### src/design/sdma_pkg.sv
// ============================================================================
// sdma_pkg
// Types and constants shared by the strided DMA address sequencer modules.
// ============================================================================
package sdma_pkg;

  // Input mode codes
  localparam logic [1:0] MODE_READ  = 2'd0;
  localparam logic [1:0] MODE_WRITE = 2'd1;
  localparam logic [1:0] MODE_TICK  = 2'd2;
  localparam logic [1:0] MODE_NONE  = 2'd3;

  // Result status codes
  localparam logic [1:0] ST_MOVE      = 2'd0;
  localparam logic [1:0] ST_ADDR_OOR  = 2'd1;
  localparam logic [1:0] ST_SEG_OVF   = 2'd2;

  // Queue between front and back
  localparam int unsigned QDEPTH = 2;
  localparam int unsigned QPTR_W = 1;
  localparam int unsigned QCNT_W = 2;

  typedef enum logic [0:0] {
    KIND_START = 1'b0,
    KIND_TICK  = 1'b1
  } kind_e;

  typedef struct packed {
    logic [1:0]  mode;
    logic [23:0] dram_addr_reg;
    logic [12:0] mem_addr_reg;
    logic [31:0] len_reg;
  } in_item_t;

  typedef struct packed {
    logic [1:0]  status;
    logic [23:0] main_byte_addr;
    logic [12:0] local_byte_addr;
    logic        to_main;
    logic        last;
  } out_item_t;

  // Classified command held in the queue
  typedef struct packed {
    kind_e       kind;
    logic [1:0]  err;
    logic        dir;
    logic [12:0] row_length;
    logic [12:0] row_skip;
    logic [8:0]  rows;
    logic [23:0] main_base;
    logic [12:0] local_base;
  } cmd_t;

endpackage

### src/design/sdma_front.sv
// ============================================================================
// sdma_front
// Accepts input items, checks start requests and decodes them into commands.
// ============================================================================
module sdma_front #(
  parameter int unsigned SEGMENT_BYTES = 4096,
  parameter int unsigned MAIN_LIMIT    = 8388607
) (
  input  logic              in_valid_i,
  output logic              in_stall_o,
  input  sdma_pkg::in_item_t in_item_i,
  input  logic              q_full_i,
  output logic              q_push_o,
  output sdma_pkg::cmd_t    q_cmd_o
);
  import sdma_pkg::*;

  logic [13:0] seg_need;
  logic [12:0] length;

  // Stall only while the queue has no room
  assign in_stall_o = q_full_i;

  // Drop mode three at the door; everything else goes to the queue
  assign q_push_o = in_valid_i && !q_full_i && (in_item_i.mode != MODE_NONE);

  // Bytes the unrounded transfer needs from the local offset on
  assign seg_need = 14'(in_item_i.len_reg[11:0]) + 14'd1 + 14'(in_item_i.mem_addr_reg[11:0]);
  assign length   = 13'({1'b0, in_item_i.len_reg[11:0] | 12'h007}) + 13'd1;

  // Classify and decode
  always_comb begin
    q_cmd_o            = '0;
    q_cmd_o.kind       = (in_item_i.mode == MODE_TICK) ? KIND_TICK : KIND_START;
    q_cmd_o.dir        = (in_item_i.mode == MODE_WRITE);
    q_cmd_o.row_length = length;
    q_cmd_o.row_skip   = 13'(in_item_i.len_reg[31:20]) + length;
    q_cmd_o.rows       = 9'({1'b0, in_item_i.len_reg[19:12]}) + 9'd1;
    q_cmd_o.main_base  = {in_item_i.dram_addr_reg[23:3], 3'b000};
    q_cmd_o.local_base = {in_item_i.mem_addr_reg[12:3], 3'b000};
    if (in_item_i.dram_addr_reg > 24'(MAIN_LIMIT)) begin
      q_cmd_o.err = ST_ADDR_OOR;
    end else if (seg_need > 14'(SEGMENT_BYTES)) begin
      q_cmd_o.err = ST_SEG_OVF;
    end else begin
      q_cmd_o.err = ST_MOVE;
    end
  end

endmodule

### src/design/sdma_queue.sv
// ============================================================================
// sdma_queue
// Short command queue that decouples the front from the back.
// ============================================================================
module sdma_queue (
  input  logic           clk_i,
  input  logic           rst_ni,
  input  logic           push_i,
  input  sdma_pkg::cmd_t cmd_i,
  output logic           full_o,
  output logic           valid_o,
  input  logic           pop_i,
  output sdma_pkg::cmd_t cmd_o
);
  import sdma_pkg::*;

  cmd_t              mem_q [QDEPTH];
  logic [QPTR_W-1:0] wr_ptr_q, wr_ptr_d;
  logic [QPTR_W-1:0] rd_ptr_q, rd_ptr_d;
  logic [QCNT_W-1:0] count_q, count_d;

  assign full_o  = (count_q == QCNT_W'(QDEPTH));
  assign valid_o = (count_q != '0);
  assign cmd_o   = mem_q[rd_ptr_q];

  // Advance pointers and count
  always_comb begin
    wr_ptr_d = push_i ? wr_ptr_q + 1'b1 : wr_ptr_q;
    rd_ptr_d = pop_i  ? rd_ptr_q + 1'b1 : rd_ptr_q;
    count_d  = count_q;
    if (push_i && !pop_i) begin
      count_d = count_q + 1'b1;
    end else if (!push_i && pop_i) begin
      count_d = count_q - 1'b1;
    end
  end

  always_ff @(posedge clk_i or negedge rst_ni) begin
    if (!rst_ni) begin
      wr_ptr_q <= '0;
      rd_ptr_q <= '0;
      count_q  <= '0;
    end else begin
      wr_ptr_q <= wr_ptr_d;
      rd_ptr_q <= rd_ptr_d;
      count_q  <= count_d;
    end
  end

  // Store entries
  always_ff @(posedge clk_i) begin
    if (push_i) begin
      mem_q[wr_ptr_q] <= cmd_i;
    end
  end

`ifndef SYNTHESIS
  a_no_overflow : assert property (@(posedge clk_i) disable iff (!rst_ni)
    push_i |-> !full_o) else $error("queue push while full");
  a_no_underflow : assert property (@(posedge clk_i) disable iff (!rst_ni)
    pop_i |-> valid_o) else $error("queue pop while empty");
  a_count_bound : assert property (@(posedge clk_i) disable iff (!rst_ni)
    count_q <= QCNT_W'(QDEPTH)) else $error("queue count out of range");
`endif

endmodule

### src/design/sdma_back.sv
// ============================================================================
// sdma_back
// Executes queued commands: holds the transfer state and emits byte moves.
// ============================================================================
module sdma_back (
  input  logic              clk_i,
  input  logic              rst_ni,
  input  logic              q_valid_i,
  input  sdma_pkg::cmd_t    q_cmd_i,
  output logic              q_pop_o,
  output logic              out_valid_o,
  input  logic              out_stall_i,
  output sdma_pkg::out_item_t out_item_o
);
  import sdma_pkg::*;

  logic        busy_q, busy_d;
  logic        dir_q, dir_d;
  logic [23:0] main_base_q, main_base_d;
  logic [12:0] local_base_q, local_base_d;
  logic [12:0] byte_q, byte_d;
  logic [8:0]  rows_q, rows_d;
  logic [12:0] row_len_q, row_len_d;
  logic [12:0] row_skip_q, row_skip_d;
  logic        out_valid_q, out_valid_d;
  out_item_t   out_item_q, out_item_d;

  logic        advance;
  logic        take;
  logic [23:0] main_addr;
  logic [12:0] local_addr;
  logic [12:0] byte_next;
  logic [8:0]  rows_next;

  // Move on when the output register is free or being drained
  assign advance = !out_valid_q || !out_stall_i;
  assign take    = q_valid_i && advance;
  assign q_pop_o = take;

  assign main_addr  = main_base_q + 24'(byte_q);
  assign local_addr = {local_base_q[12], local_base_q[11:0] + byte_q[11:0]};
  assign byte_next  = byte_q + 13'd1;
  assign rows_next  = rows_q - 9'd1;

  // Execute one command
  always_comb begin
    busy_d       = busy_q;
    dir_d        = dir_q;
    main_base_d  = main_base_q;
    local_base_d = local_base_q;
    byte_d       = byte_q;
    rows_d       = rows_q;
    row_len_d    = row_len_q;
    row_skip_d   = row_skip_q;
    out_valid_d  = out_valid_q;
    out_item_d   = out_item_q;
    if (advance) begin
      out_valid_d = 1'b0;
    end
    if (take) begin
      case (q_cmd_i.kind)
        KIND_START: begin
          if (!busy_q) begin
            if (q_cmd_i.err != ST_MOVE) begin
              out_valid_d        = 1'b1;
              out_item_d         = '0;
              out_item_d.status  = q_cmd_i.err;
              out_item_d.to_main = q_cmd_i.dir;
            end else begin
              busy_d       = 1'b1;
              dir_d        = q_cmd_i.dir;
              main_base_d  = q_cmd_i.main_base;
              local_base_d = q_cmd_i.local_base;
              byte_d       = '0;
              rows_d       = q_cmd_i.rows;
              row_len_d    = q_cmd_i.row_length;
              row_skip_d   = q_cmd_i.row_skip;
            end
          end
        end
        KIND_TICK: begin
          if (busy_q) begin
            out_valid_d                = 1'b1;
            out_item_d.status          = ST_MOVE;
            out_item_d.main_byte_addr  = main_addr ^ 24'd3;
            out_item_d.local_byte_addr = local_addr ^ 13'd3;
            out_item_d.to_main         = dir_q;
            out_item_d.last            = 1'b0;
            byte_d                     = byte_next;
            if (byte_next >= row_len_q) begin
              byte_d       = '0;
              main_base_d  = main_base_q + 24'(row_skip_q);
              local_base_d = {local_base_q[12], local_base_q[11:0] + row_len_q[11:0]};
              rows_d       = rows_next;
              if (rows_next == '0) begin
                out_item_d.last = 1'b1;
                busy_d          = 1'b0;
              end
            end
          end
        end
        default: begin
          busy_d = busy_q;
        end
      endcase
    end
  end

  always_ff @(posedge clk_i or negedge rst_ni) begin
    if (!rst_ni) begin
      busy_q       <= 1'b0;
      dir_q        <= 1'b0;
      main_base_q  <= '0;
      local_base_q <= '0;
      byte_q       <= '0;
      rows_q       <= '0;
      row_len_q    <= '0;
      row_skip_q   <= '0;
      out_valid_q  <= 1'b0;
    end else begin
      busy_q       <= busy_d;
      dir_q        <= dir_d;
      main_base_q  <= main_base_d;
      local_base_q <= local_base_d;
      byte_q       <= byte_d;
      rows_q       <= rows_d;
      row_len_q    <= row_len_d;
      row_skip_q   <= row_skip_d;
      out_valid_q  <= out_valid_d;
    end
  end

  // Hold the result payload
  always_ff @(posedge clk_i) begin
    out_item_q <= out_item_d;
  end

  assign out_valid_o = out_valid_q;
  assign out_item_o  = out_item_q;

`ifndef SYNTHESIS
  a_err_payload : assert property (@(posedge clk_i) disable iff (!rst_ni)
    (out_valid_q && out_item_q.status != ST_MOVE) |->
      (out_item_q.last == 1'b0 && out_item_q.main_byte_addr == '0 &&
       out_item_q.local_byte_addr == '0)) else $error("error result carries addresses");
  a_busy_drop_last : assert property (@(posedge clk_i) disable iff (!rst_ni)
    (busy_q && !busy_d) |=> (out_valid_q && out_item_q.last))
    else $error("transfer ended without a last move");
  a_rows_live : assert property (@(posedge clk_i) disable iff (!rst_ni)
    busy_q |-> rows_q != '0) else $error("busy with no rows left");
  a_row_bound : assert property (@(posedge clk_i) disable iff (!rst_ni)
    busy_q |-> byte_q < row_len_q) else $error("byte index past row end");
`endif

endmodule

### src/design/strided_dma_address_sequencer_unit.sv
// ============================================================================
// strided_dma_address_sequencer_unit
// Strided DMA address sequencer: checks start requests and turns each tick
// taken during a transfer into one byte move between main and local memory.
// ============================================================================
//  channel | direction | handshake            | payload
//  --------+-----------+----------------------+-------------------------
//  in      | input     | in_valid_i/in_stall_o | in_item_i  (in_item_t)
//  out     | output    | out_valid_o/out_stall_i | out_item_o (out_item_t)
//
//  One item per cycle sustained while out_stall_i is low; a tick's move is
//  written into the queue when accepted, then into the output register.
//  The back end sets the rate; it retires one command a cycle unless stalled.
//  Reset clears busy, the queue and out_valid_o; no clearing pass.
//  in_stall_o rises only when the two-entry queue is full, which happens only
//  while out_stall_i holds a result in the output register.
// ============================================================================
module strided_dma_address_sequencer_unit #(
  parameter int unsigned SEGMENT_BYTES = 4096,
  parameter int unsigned MAIN_LIMIT    = 8388607
) (
  input  logic                clk_i,
  input  logic                rst_ni,
  input  logic                in_valid_i,
  output logic                in_stall_o,
  input  sdma_pkg::in_item_t  in_item_i,
  output logic                out_valid_o,
  input  logic                out_stall_i,
  output sdma_pkg::out_item_t out_item_o
);
  import sdma_pkg::*;

  logic q_full;
  logic q_push;
  logic q_valid;
  logic q_pop;
  cmd_t q_cmd_in;
  cmd_t q_cmd_out;

  // Classify incoming items
  sdma_front #(
    .SEGMENT_BYTES (SEGMENT_BYTES),
    .MAIN_LIMIT    (MAIN_LIMIT)
  ) u_front (
    .in_valid_i (in_valid_i),
    .in_stall_o (in_stall_o),
    .in_item_i  (in_item_i),
    .q_full_i   (q_full),
    .q_push_o   (q_push),
    .q_cmd_o    (q_cmd_in)
  );

  // Buffer commands between front and back
  sdma_queue u_queue (
    .clk_i   (clk_i),
    .rst_ni  (rst_ni),
    .push_i  (q_push),
    .cmd_i   (q_cmd_in),
    .full_o  (q_full),
    .valid_o (q_valid),
    .pop_i   (q_pop),
    .cmd_o   (q_cmd_out)
  );

  // Run transfers and emit results
  sdma_back u_back (
    .clk_i       (clk_i),
    .rst_ni      (rst_ni),
    .q_valid_i   (q_valid),
    .q_cmd_i     (q_cmd_out),
    .q_pop_o     (q_pop),
    .out_valid_o (out_valid_o),
    .out_stall_i (out_stall_i),
    .out_item_o  (out_item_o)
  );

endmodule
### config.mk
export PLATFORM = sky130hd
export DESIGN_NAME = strided_dma_address_sequencer_unit
export DESIGN_NICKNAME = d
export VERILOG_FILES = /design/src/design/sdma_pkg.sv /design/src/design/sdma_front.sv /design/src/design/sdma_queue.sv /design/src/design/sdma_back.sv /design/src/design/strided_dma_address_sequencer_unit.sv
export SDC_FILE = /design/constraint.sdc
export NUM_CORES = 1
export LEC_CHECK = 0
export BUFFER_PORTS_ARGS = -buffer_cell sky130_fd_sc_hd__buf_4
export CAP_MARGIN = 20
export CORE_ASPECT_RATIO = 2
export CORE_UTILIZATION = 65
export CTS_CLUSTER_SIZE = 25
export DETAILED_ROUTE_END_ITERATION = 16
export GPL_TIMING_DRIVEN = 0
export PLACE_DENSITY = 0.86
export REMOVE_ABC_BUFFERS = 1
export SLEW_MARGIN = 5
export SYNTH_ARGS = -nofsm -noshare
export SYNTH_HDL_FRONTEND = slang
export SYNTH_SLANG_ARGS = --single-unit
### constraint.sdc
create_clock -name clk_i -period 10.57 [get_ports clk_i]
set_clock_uncertainty 0.2 [all_clocks]
set_input_delay 0.5285 -clock clk_i [delete_from_list [all_inputs] [get_ports clk_i]]
set_output_delay 0.5285 -clock clk_i [all_outputs]
set_load 0.05 [all_outputs]
==> flow_metrics.py, run 1 <==
metrics = {
    "run_status": {
        "status": "completed",
    },
    "clock_network": {
        "clock-sinks": 261,
        "clock_path_buffers": 3,
        "htree_levels": 1,
        "numCtsBuffers": 22,
        "clkTransAtPathRegs_ns": 0.08,
        "clock-root-buffer": "clkbuf_16",
        "insertion_delay_ns": 0.53,
        "post-cts-setup-buffers": 0,
        "cts-resized-gates": 0,
        "cts_tree": "done",
        "postCtsHoldBufs": 30,
    },
    "worst_setup_path": {
        "slowest_stage": "mux2i_4",
        "crit_path_cell_trace": "buf_16 > mux2i_4 > buf_16 > inv_2 > buf_12 > ha_1 > nor3_1 > nand3_2 > buf_12 > or4_1 > o211ai_1",
        "crit_family": "simple AND/OR/NAND/NOR gates",
        "worstPathRequired_ns": 10.83,
        "critical_path_arrival_ns": 5.39,
        "critical_path_buf_inv_count": 5,
        "end_kind": "flip-flop",
        "critical_path_class": "flip-flop to flip-flop",
        "slowest_delay_ns": 0.84,
        "path_max_fanout": 52,
        "startpoint_type": "flip-flop",
    },
    "timing": {
        "setup_viol": 0,
        "period_share_pct": 48.6,
        "hold_viol_final": 0,
        "tightest_slew_ns": 0.925,
        "finalCriticalPeriod_ns": 5.14,
        "relSlewSlack_pct": 37.0,
        "hold_ws_ns": 0.0108,
        "fin_ws_ns": 5.43,
        "slew_violations": 0,
        "rsz0062_at_grt": "false",
        "fmax_ghz": 0.195,
    },
    "layout": {
        "fin_nets": 1538,
        "drive_above_1_share_pct": 14.2,
        "seqCellArea_um2": 7410,
        "area_delta_synth_final_pct": 17.1,
        "stdcell_count": 1659,
        "post-route-util_pct": 77.8,
        "fin_area_um2": 16400,
        "multiInputGateArea_um2": 6240,
        "fillers": 1305,
        "antenna_cells": 0,
    },
    "placement": {
        "dp_hpwl_mm": 22.4,
        "place_congestion": 0.860,
        "dp_cells": 1588,
        "pre_cts_slack_ns": 5.34,
        "post_dp_cell_area_um2": 15300,
        "port_buffers": 114,
    },
    "power": {
        "power.density_nw_per_um2": 248,
        "p_leak_nw": 6.86,
        "power.switching_mw": 1.57,
        "sequentialPowerShare_pct": 39.1,
        "intPower_mw": 2.48,
        "vdd_drop_max_v": 0.000188,
        "clkPwrFrac_pct": 20.4,
        "p_comb_share_pct": 40.4,
        "switching_share_pct": 38.7,
    },
    "synth": {
        "syn-instance-count": 1240,
        "synth_cell_types": 77,
        "muxShareOfSynthArea_pct": 5.20,
        "yosysTopAreaCellShare_pct": 37.6,
        "synth-seq-cells": 261,
        "synth_fa_ha_area_share_pct": 8.24,
        "syn_area_um2": 14000,
        "synth_top_family_by_area": "compound AO/OA/AOI/OAI gates",
        "yosys.area_share.xor_xnor_pct": 5.52,
        "yosys.area_share.simple_pct": 12.1,
        "avgSynthCellArea_um2": 11.3,
        "synthTopCellsByArea": "edfxtp_1 38%, dfrtp_1 15%, ha_1 7.5%, mux2i_1 4.9%, xnor2_1 3.7%",
        "synthFlopType": "edfxtp_1",
        "synth_warnings": 0,
        "yosysSeqAreaShare_pct": 53.0,
        "synth.largest_area_cell": "edfxtp_1",
        "async_reset_ff_share_pct": 33.0,
        "synth_edf_count": 175,
        "synth_compound_area_share_pct": 13.3,
    },
    "route": {
        "highest_layer": "met4",
        "antenna_left": 0,
        "drc": 0,
        "met2RoutedLength_mm": 17.6,
        "vias": 10400,
        "drt_pass1_iterations": 6,
        "drt-vias-per-instance": 6.24,
        "wl_met3_mm": 1.53,
        "drtIter0Drc": 742,
        "wl_per_cell_um": 19.3,
        "met1_length_mm": 10.9,
        "wl_mm": 32.1,
    },
    "run": {
        "drv_cap": 0,
    },
    "floorplanning": {
        "die_area_um2": 22100,
        "dieHeight_um": 209,
        "start_util_pct": 66.5,
        "coreArea_um2": 21000,
        "die_w_um": 106,
        "rows": 75,
        "ios": 118,
    },
    "global_route": {
        "grt_max_degree": 68,
        "grt_pass1_vias": 10400,
        "grt-ovfl-total": 0,
        "grtUsageTotal_pct": 29.6,
        "antenna_found_initial": 0,
        "grt_pass1_wl_mm": 50.9,
    },
    "min_path": {
        "hp-class": "primary input to flip-flop",
    },
}
==> logic make-up (layout without fill, tap and decap cells) <==
logic type                 count (synthesis)  after routing
AOI/OAI and AO/OA                        287            287
muxes                                     72             72
DFF                                      261            261
adders and majority gates                 89             89
xor gates and xnor gates                  88             88
and+or+nand+nor                          354            354
buffers and inverters                     89            239
==> power groups by stage <==
stage          combinational, mW  sequential, mW  clock (mW)
6_report                    1.64            1.58       0.828
5_1_grt                     1.76            1.60       0.862
4_1_cts                     1.61            1.58       0.826
3_5_place_dp                1.59            1.59           0
3_3_place_gp                1.45            1.65           0
2_1_floorplan              0.895            1.79           0
==> state kept, by name, summed over array words and instances, names as in the netlist <==
| signal | flops |
|---|---|
| u_queue.mem_q | 134 |
| u_back.out_item_o | 41 |
| u_back.main_base_q | 24 |
| u_back.byte_q | 13 |
| u_back.row_skip_q | 13 |
| u_back.local_base_q | 10 |
| u_back.row_len_q | 10 |
| u_back.rows_q | 9 |
| u_queue.count_q | 2 |
| u_back.busy_q | 1 |
| u_back.dir_q | 1 |
| u_back.out_valid_o | 1 |
| u_queue.rd_ptr_q | 1 |
| u_queue.wr_ptr_q | 1 |
==> path summary, 6_finish.rpt <==
check                           cells past startpoint                                  to  slack (ns)                         startpoint
worst max-delay path                               11  u_back.main_base_q[15]$_DFFE_PN0P_        5.43       u_queue.rd_ptr_q$_DFFE_PN0P_
worst min-delay path                                1       u_queue.mem_q[1][3]$_DFFE_PP_        0.01                      in_item_i[38]
worst max register to register                     11  u_back.main_base_q[15]$_DFFE_PN0P_        5.43       u_queue.rd_ptr_q$_DFFE_PN0P_
worst min register to register                      2   u_back.main_base_q[2]$_DFFE_PN0P_        0.31  u_back.main_base_q[2]$_DFFE_PN0P_
max in group asynchronous                           3     u_back.row_len_q[5]$_DFFE_PN0P_        9.25                             rst_ni
min in group asynchronous                           2  u_back.main_base_q[19]$_DFFE_PN0P_        0.25                             rst_ni
==> routing by layer <==
layer / track usage, % / vias to the layer above
li1: - / 4815
met1: 30.6 / 4948
met2: 55.1 / 457
met3: 3.07 / 140
met4: 20.1 / 0
met5: 0 / -
==> through the flow <==
stage / power (mW) / TNS (ns)
after floorplan: 2.69 / 0
after global placement: 3.09 / -415.01
after detailed placement: 3.18 / 0
after CTS: 4.02 / 0
after global routing: 4.23 / 0
final: 4.05 / 0
==> synthesized netlist by cell type, drive strengths merged, types with 7 or more instances <==
cell type  number
o21bai         10
a31oi           8
nor3           27
inv            42
mux2i          68
nand3          43
clkbuf         18
and3           12
o31ai           9
nand2          93
nor2b          13
a211oi         12
o21ai          82
o21a            9
nand4          10
a2bb2oi         8
a21oi          81
ha             84
nor2          106
dfrtp          86
buf            29
a21o           21
xor2           29
nand2b         17
xnor2          59
or3             7
edfxtp        175
==> layout by cell type (no fill, tap or decap), types with 5 or more instances in the layout <==
cell type / n
edfxtp_1: 175
buf_4: 114
nor2_1: 103
nand2_1: 91
dfrtp_1: 85
ha_1: 84
a21oi_1: 79
o21ai_0: 77
mux2i_1: 67
xnor2_1: 59
inv_1: 41
nand3_1: 40
dlygate4sd3_1: 30
xor2_1: 29
nor3_1: 26
clkbuf_16: 23
a21o_1: 21
nand2b_1: 17
nor2b_1: 12
and3_1: 11
nand4_1: 10
o21bai_1: 10
a211oi_1: 10
o21a_1: 9
o31ai_1: 9
buf_16: 9
a31oi_1: 8
a2bb2oi_1: 8
or3_1: 7
o22a_1: 6
nand3b_1: 5
and2_1: 5
fa_1: 5
clkbuf_1: 5
==> cell type report <==
| type | instances | area share, % |
|---|---|---|
| multi-input cells | 890 | 38.2 |
| flip-flops and latches | 261 | 45.3 |
| well taps | 269 | 2.06 |
| inverters | 42 | 0.964 |
| clock inverters | 10 | 0.658 |
| clock buffers | 30 | 3.80 |
| repair buffers | 157 | 9.04 |
(Power assumes the default switching activity.)
==> run 2: changes to the inputs <==
--- a/config.mk
+++ b/config.mk
@@ -8,11 +8,11 @@
 export BUFFER_PORTS_ARGS = -buffer_cell sky130_fd_sc_hd__buf_4
 export CAP_MARGIN = 20
 export CORE_ASPECT_RATIO = 2
-export CORE_UTILIZATION = 65
+export CORE_UTILIZATION = 60
 export CTS_CLUSTER_SIZE = 25
 export DETAILED_ROUTE_END_ITERATION = 16
 export GPL_TIMING_DRIVEN = 0
-export PLACE_DENSITY = 0.86
+export PLACE_DENSITY = 0.8
 export REMOVE_ABC_BUFFERS = 1
 export SLEW_MARGIN = 5
 export SYNTH_ARGS = -nofsm -noshare
==> constraint.sdc (replaced) <==
create_clock -name clk_i -period 5 [get_ports clk_i]
set_clock_uncertainty 0.2 [all_clocks]
set_input_delay 0.25 -clock clk_i [delete_from_list [all_inputs] [get_ports clk_i]]
set_output_delay 0.25 -clock clk_i [all_outputs]
set_load 0.05 [all_outputs]
==> flow_metrics.py, run 2 (same netlist as run 1, synthesis figures left out) <==
metrics = {
    "run_status": {
        "status": "completed",
    },
    "floorplanning": {
        "die_area_um2": 23900,
        "die_w_um": 110,
        "dieHeight_um": 218,
        "start_util_pct": 61.4,
        "rows": 78,
        "ios": 118,
        "coreArea_um2": 22700,
    },
    "timing": {
        "rsz0062_at_grt": "false",
        "setup_viol": 0,
        "fmax_ghz": 0.215,
        "relSlewSlack_pct": 41.7,
        "tightest_slew_ns": 0.857,
        "slew_violations": 0,
        "finalCriticalPeriod_ns": 4.65,
        "hold_viol_final": 0,
        "period_share_pct": 93.1,
        "fin_ws_ns": 0.347,
    },
    "clock_network": {
        "insertion_delay_ns": 0.52,
        "clock-sinks": 261,
        "clock-root-buffer": "clkbuf_16",
        "clock_path_buffers": 3,
        "numCtsBuffers": 22,
        "htree_levels": 1,
        "cts_tree": "done",
        "clkTransAtPathRegs_ns": 0.07,
        "post-cts-setup-buffers": 0,
    },
    "layout": {
        "final_cell_mix": "175 x edfxtp_1, 114 x buf_4, 103 x nor2_1",
        "fin_nets": 1569,
        "drive_above_1_share_pct": 14.0,
        "top_register": "u_queue.mem_q",
        "antenna_cells": 0,
        "final_common_cell": "edfxtp_1",
        "seqCellArea_um2": 7410,
        "fillers": 1514,
        "largest_reg_flops": 134,
        "area_delta_synth_final_pct": 19.7,
        "multiInputGateArea_um2": 6250,
        "fin_area_um2": 16700,
    },
    "power": {
        "clkPwrFrac_pct": 21.4,
        "p_leak_nw": 7.00,
        "vdd_drop_max_v": 0.000363,
        "switching_share_pct": 38.3,
        "power.density_nw_per_um2": 516,
        "power.switching_mw": 3.31,
        "p_comb_share_pct": 39.9,
        "sequentialPowerShare_pct": 38.8,
        "intPower_mw": 5.32,
    },
    "route": {
        "antenna_left": 0,
        "drc": 0,
        "wl_per_cell_um": 18.9,
        "drtIter0Drc": 526,
        "drt_pass1_iterations": 5,
        "wl_mm": 32.2,
        "vias": 10300,
        "drt-vias-per-instance": 6.06,
    },
    "worst_setup_path": {
        "crit_path_cell_trace": "mux2i_4 > buf_12 > inv_2 > buf_12 > ha_1 > nor3_1 > nand2_1 > nor2b_2 > buf_16 > o21ai_0 > a22o_1",
        "crit_family": "simple AND/OR/NAND/NOR gates",
        "worst-path-stages": 11,
        "crit_top_cell": "buf_12",
        "slowest_stage": "mux2i_4",
        "worstPathRequired_ns": 5.22,
        "r2r_cells": 11,
        "end_kind": "flip-flop",
        "slowest_delay_ns": 0.82,
        "critical_path_arrival_ns": 4.87,
        "critical_path_buf_inv_count": 4,
        "path_max_fanout": 53,
        "startpoint_type": "flip-flop",
        "critical_path_class": "flip-flop to flip-flop",
    },
    "placement": {
        "port_buffers": 114,
        "dp_hpwl_mm": 22.4,
        "pre_cts_slack_ns": 0.160,
        "post_dp_cell_area_um2": 15300,
        "place_congestion": 0.858,
    },
    "global_route": {
        "grt_pass1_wl_mm": 51.9,
        "grt_max_degree": 68,
        "antenna_found_initial": 0,
        "grt-ovfl-total": 0,
        "grt_pass1_vias": 10600,
        "grtUsageTotal_pct": 28.4,
    },
    "min_path": {
        "worstHoldPathCells": 3,
        "hp-class": "primary input to flip-flop",
    },
    "run": {
        "drv_cap": 0,
    },
}
## run 2: cell count changes in the layout (fill, tap and decap cells not counted), moves of 2 or more
cell,change
clkinv_2,-2
inv_6,+2
dlygate4sd3_1,+31
clkbuf_1,-2
buf_12,+3
buf_16,-3
clkbuf_8,-2
## run 2: worst min-delay path: cells and delay by family
kind | cells | cell delay [ns]
buf+inv | 1 | 0.09
fa+ha+maj | 1 | 0.16
xor+xnor | 1 | 0.14
## run 2: area by class of cell
type / instances / area share, %
inverters: 42 / 0.943
clock buffers: 27 / 3.66
multi-input cells: 890 / 37.4
flip-flops and latches: 261 / 44.3
well taps: 280 / 2.10
clock inverters: 13 / 1.01
repair buffers: 188 / 10.6
## run 2: final timing paths
path	startpoint	endpoint	slack (ns)
setup / recovery	u_queue.rd_ptr_q$_DFFE_PN0P_	u_back.rows_q[2]$_DFFE_PN0P_	0.35
hold / removal	in_item_i[26]	u_queue.mem_q[0][46]$_DFFE_PP_	0.03
setup reg to reg	u_queue.rd_ptr_q$_DFFE_PN0P_	u_back.rows_q[2]$_DFFE_PN0P_	0.35
hold reg to reg	u_back.local_base_q[8]$_DFFE_PN0P_	u_back.local_base_q[8]$_DFFE_PN0P_	0.33
max in group asynchronous	rst_ni	u_back.main_base_q[19]$_DFFE_PN0P_	3.88
min in group asynchronous	rst_ni	u_back.row_len_q[3]$_DFFE_PN0P_	0.05
## run 2: power groups by stage
stage | sequential [mW] | combinational (mW) | clock (mW)
2_1_floorplan | 3.79 | 1.89 | 0
3_3_place_gp | 3.48 | 3.08 | 0
3_5_place_dp | 3.37 | 3.33 | 0
4_1_cts | 3.33 | 3.40 | 1.86
5_1_grt | 3.40 | 3.74 | 1.94
6_report | 3.35 | 3.44 | 1.84
## run 2: per-stage QoR
step | utilization [%] | std cells | hold slack [ns] | total power, mW | TNS [ns]
3_3_place_gp | 65.8 | 1587 | 0.235 | 6.56 | -1354.25
3_5_place_dp | 67.3 | 1599 | 0.0686 | 6.70 | 0
5_1_grt | 73.5 | 1701 | 0.0535 | 9.08 | 0
4_1_cts | 73.4 | 1700 | 0.0177 | 8.59 | 0
2_1_floorplan | - | 1193 | -0.246 | 5.68 | -582.17
6_report | 73.5 | 1701 | 0.0324 | 8.63 | 0
## run 2: what timing repair did
item / in CTS / in global routing
endpoints found under the setup margin: 0 / 3
hold buffers: 61 / 0
resized for setup: 0 / 2
endpoints found under the hold margin: 206 / 0
## run 2: per-layer routing
metal | wire [um] | track usage [%]
met1 | 11200 | 28.8
met3 | 1080 | 2.42
met5 | 0 | 0
met4 | 1880 | 17.0
met2 | 18000 | 54.1
==> run 3: changes to the inputs <==
--- a/config.mk
+++ b/config.mk
@@ -8,13 +8,15 @@
 export BUFFER_PORTS_ARGS = -buffer_cell sky130_fd_sc_hd__buf_4
 export CAP_MARGIN = 20
 export CORE_ASPECT_RATIO = 2
-export CORE_UTILIZATION = 60
+export CORE_UTILIZATION = 63
+export CTS_BUF_LIST = sky130_fd_sc_hd__clkbuf_4 sky130_fd_sc_hd__clkbuf_8
 export CTS_CLUSTER_SIZE = 25
 export DETAILED_ROUTE_END_ITERATION = 16
 export GPL_TIMING_DRIVEN = 0
-export PLACE_DENSITY = 0.8
+export PLACE_DENSITY = 0.83
 export REMOVE_ABC_BUFFERS = 1
 export SLEW_MARGIN = 5
 export SYNTH_ARGS = -nofsm -noshare
 export SYNTH_HDL_FRONTEND = slang
+export SYNTH_HIERARCHICAL = 1
 export SYNTH_SLANG_ARGS = --single-unit
==> flow_metrics.py, run 3 <==
metrics = {
    "route": {
        "met2RoutedLength_mm": 19.7,
        "wl_mm": 36.0,
        "drt_pass1_iterations": 5,
        "wl_per_cell_um": 19.2,
        "wl_met3_mm": 1.57,
        "highest_layer": "met4",
        "drt-vias-per-instance": 6.04,
        "drc": 0,
        "vias": 11400,
        "met1_length_mm": 12.6,
        "antenna_left": 0,
        "drtIter0Drc": 726,
    },
    "worst_setup_path": {
        "crit_top_cell": "and3_1",
        "r2r-start": "u_back/byte_q[0]$_DFFE_PN0P_",
        "crit_path_cell_trace": "ha_1 > and3_1 > and3_1 > and3_1 > xor2_1 > ha_1 > nand2_1 > o21ai_0 > a211oi_1 > a21oi_1 > buf_4 > nor2b_2 > nand3_1 > o311ai_0",
        "worstPathRequired_ns": 5.25,
        "r2r_cells": 14,
        "slowest_delay_ns": 0.58,
        "critical_path_arrival_ns": 5.03,
        "slowest_stage": "dfrtp_1",
        "r2r_end": "u_back/main_base_q[22]$_DFFE_PN0P_",
        "crit_path_start": "u_back/byte_q[0]$_DFFE_PN0P_",
        "critical_path_class": "flip-flop to flip-flop",
        "startpoint_type": "flip-flop",
        "path_max_fanout": 11,
        "r2r_setup_slack_ns": 0.22,
        "end_kind": "flip-flop",
    },
    "synth": {
        "yosysSeqAreaShare_pct": 51.7,
        "yosysMostFrequentCell": "edfxtp_1",
        "synth_cell_types": 83,
        "synthTopCellsByArea": "edfxtp_1 37%, dfrtp_1 15%, ha_1 7.0%, mux2_2 3.5%, nand2_1 3.2%",
        "synth_warnings": 6,
        "async_reset_ff_share_pct": 32.3,
        "yosysTopAreaCellShare_pct": 37.0,
        "synthFlopType": "edfxtp_1",
        "synth-seq-cells": 285,
        "syn_area_um2": 15700,
        "synth_common_cells": "193 x edfxtp_1, 135 x nand2_1, 93 x nor2_1, 92 x dfrtp_1, 88 x ha_1",
        "synth_edf_count": 193,
        "avgSynthCellArea_um2": 11.4,
        "synth.largest_area_cell": "edfxtp_1",
        "syn-instance-count": 1372,
    },
    "placement": {
        "port_buffers": 114,
        "dp_hpwl_mm": 24.3,
        "place_congestion": 0.901,
    },
    "layout": {
        "area_delta_synth_final_pct": 15.7,
        "fillers": 1594,
        "largest_reg_flops": 152,
        "drive_above_1_share_pct": 19.4,
        "final_cell_mix": "193 x edfxtp_1, 135 x nand2_1, 115 x buf_4",
        "fin_nets": 1687,
        "final_common_cell": "edfxtp_1",
        "top_register": "u_queue/mem_q",
        "post-route-util_pct": 74.2,
    },
    "power": {
        "p_comb_share_pct": 48.4,
        "power.switching_mw": 4.69,
        "sequentialPowerShare_pct": 34.7,
        "clkPwrFrac_pct": 16.9,
        "power.density_nw_per_um2": 615,
        "p_leak_nw": 7.43,
        "switching_share_pct": 42.1,
        "intPower_mw": 6.44,
        "vdd_drop_max_v": 0.000435,
    },
    "run": {
        "drv_cap": 0,
    },
    "min_path": {
        "worstHoldEndpoint": "u_queue/mem_q[0][52]$_DFFE_PP_",
        "hp-class": "primary input to flip-flop",
        "worstHoldPathCells": 3,
        "hp-start": "in_item_i[26]",
    },
    "timing": {
        "rsz0062_at_grt": "true",
        "setup_tns_ns": 0,
        "period_share_pct": 95.7,
        "hold_ws_ns": 0.0193,
        "fmax_ghz": 0.209,
        "tightest_slew_ns": 1.05,
        "relSlewSlack_pct": 29.9,
        "finalCriticalPeriod_ns": 4.78,
        "hold_viol_final": 0,
        "slew_violations": 0,
        "setup_viol": 0,
    },
    "global_route": {
        "grt_pass1_vias": 11700,
        "grt_max_degree": 64,
        "antenna_found_initial": 1,
        "grt_pass1_wl_mm": 57.2,
        "grt-ovfl-total": 0,
        "grtUsageTotal_pct": 29.0,
    },
    "clock_network": {
        "clock_path_buffers": 3,
        "cts_tree": "done",
        "numCtsBuffers": 40,
        "clkTransAtPathRegs_ns": 0.07,
        "insertion_delay_ns": 0.58,
        "clock-root-buffer": "clkbuf_8",
        "htree_levels": 2,
        "post-cts-setup-buffers": 0,
        "clock-sinks": 285,
    },
    "floorplanning": {
        "die_area_um2": 25500,
        "die_w_um": 114,
        "start_util_pct": 64.1,
        "dieHeight_um": 225,
        "coreArea_um2": 24400,
        "rows": 81,
        "ios": 118,
    },
    "run_status": {
        "status": "completed",
    },
}
[run 3: cell types whose count changed in the layout (fill, tap and decap cells not counted), sizes merged, moves of 12 or more]
cell	change
mux2	+74
mux2i	-52
nand2	+42
xnor2	-23
clkbuf	+22
edfxtp	+18
a21oi	-12
clkinv	+12
nand3	-12
nor2	-12
[run 3: critical path: cells and delay by family (launching register included)]
| family | cells | cell delay (ns) |
|---|---|---|
| AOI/OAI and AO/OA | 4 | 1.22 |
| xor gates and xnor gates | 1 | 0.09 |
| adders and majority gates | 2 | 0.66 |
| buffers and inverters | 1 | 0.30 |
| DFF | 1 | 0.58 |
| and+or+nand+nor | 6 | 1.61 |
[run 3: final cells by class]
type	instances	area (um2)	share of cell area, %
flip-flops and latches	285	8100	44.7
multi-input cells	956	6870	37.9
repair buffers	192	1750	9.67
clock buffers	49	649	3.58
well taps	332	415	2.29
clock inverters	23	168	0.925
inverters	43	161	0.891
diodes	1	2.50	0.0138
[run 3: what timing repair did]
action | CTS | global route
hold buffers | 66 | 0
setup endpoints to repair | 0 | 8
endpoints found under the hold margin | 215 | 0
gates resized for setup | 0 | 1
[run 3: cell families (layout without fill, tap and decap cells)]
group                      count (synthesis)  count (layout)  share of synthesized area (%)
DFF                                      285             285                           51.7
and+or+nand+nor                          384             384                           11.5
muxes                                     94              94                           7.35
adders and majority gates                 94              94                           7.79
other                                      1              10                         0.0239
AOI/OAI and AO/OA                        301             301                           12.6
buffers and inverters                    139             307                           4.85
xor gates and xnor gates                  74              74                           4.14
[run 3: worst max-delay path by stage]
stage                     cells past startpoint                             endpoint  slack (ns)
after floorplan                               8  u_back/local_base_q[11]$_DFFE_PN0P_       -1.50
after global placement                        8  u_back/local_base_q[11]$_DFFE_PN0P_       -4.54
after detailed placement                     14   u_back/main_base_q[22]$_DFFE_PN0P_        0.07
after CTS                                    14   u_back/main_base_q[22]$_DFFE_PN0P_        0.04
after global routing                         13        u_back/byte_q[11]$_DFFE_PN0P_       -0.07
final                                        14   u_back/main_base_q[22]$_DFFE_PN0P_        0.22
[run 3: per-stage QoR]
stage                     total power, mW  instances  cell area [um2]  worst slack (ns)
after floorplan                      7.66       1284            15100             -1.50
after global placement               8.88       1730            16400             -4.54
after detailed placement             9.10       1741            16600            0.0690
after CTS                            11.0       1879            18100            0.0424
after global routing                 11.8       1881            18100           -0.0680
final                                11.1       1881            18100             0.216
[run 3: routing by layer]
metal | global-route usage, % | vias up
met5 | 0 | -
met4 | 19.1 | 0
met3 | 3.36 | 170
met2 | 54.4 | 437
met1 | 29.8 | 5472
li1 | - | 5281
[run 3: power by group through the flow]
stage / clock network, mW / logic (mW) / registers, mW
after floorplan: 0 / 3.23 / 4.43
after global placement: 0 / 4.90 / 3.98
after detailed placement: 0 / 5.21 / 3.90
after CTS: 1.90 / 5.29 / 3.85
after global routing: 2.01 / 5.83 / 3.94
final: 1.88 / 5.39 / 3.87
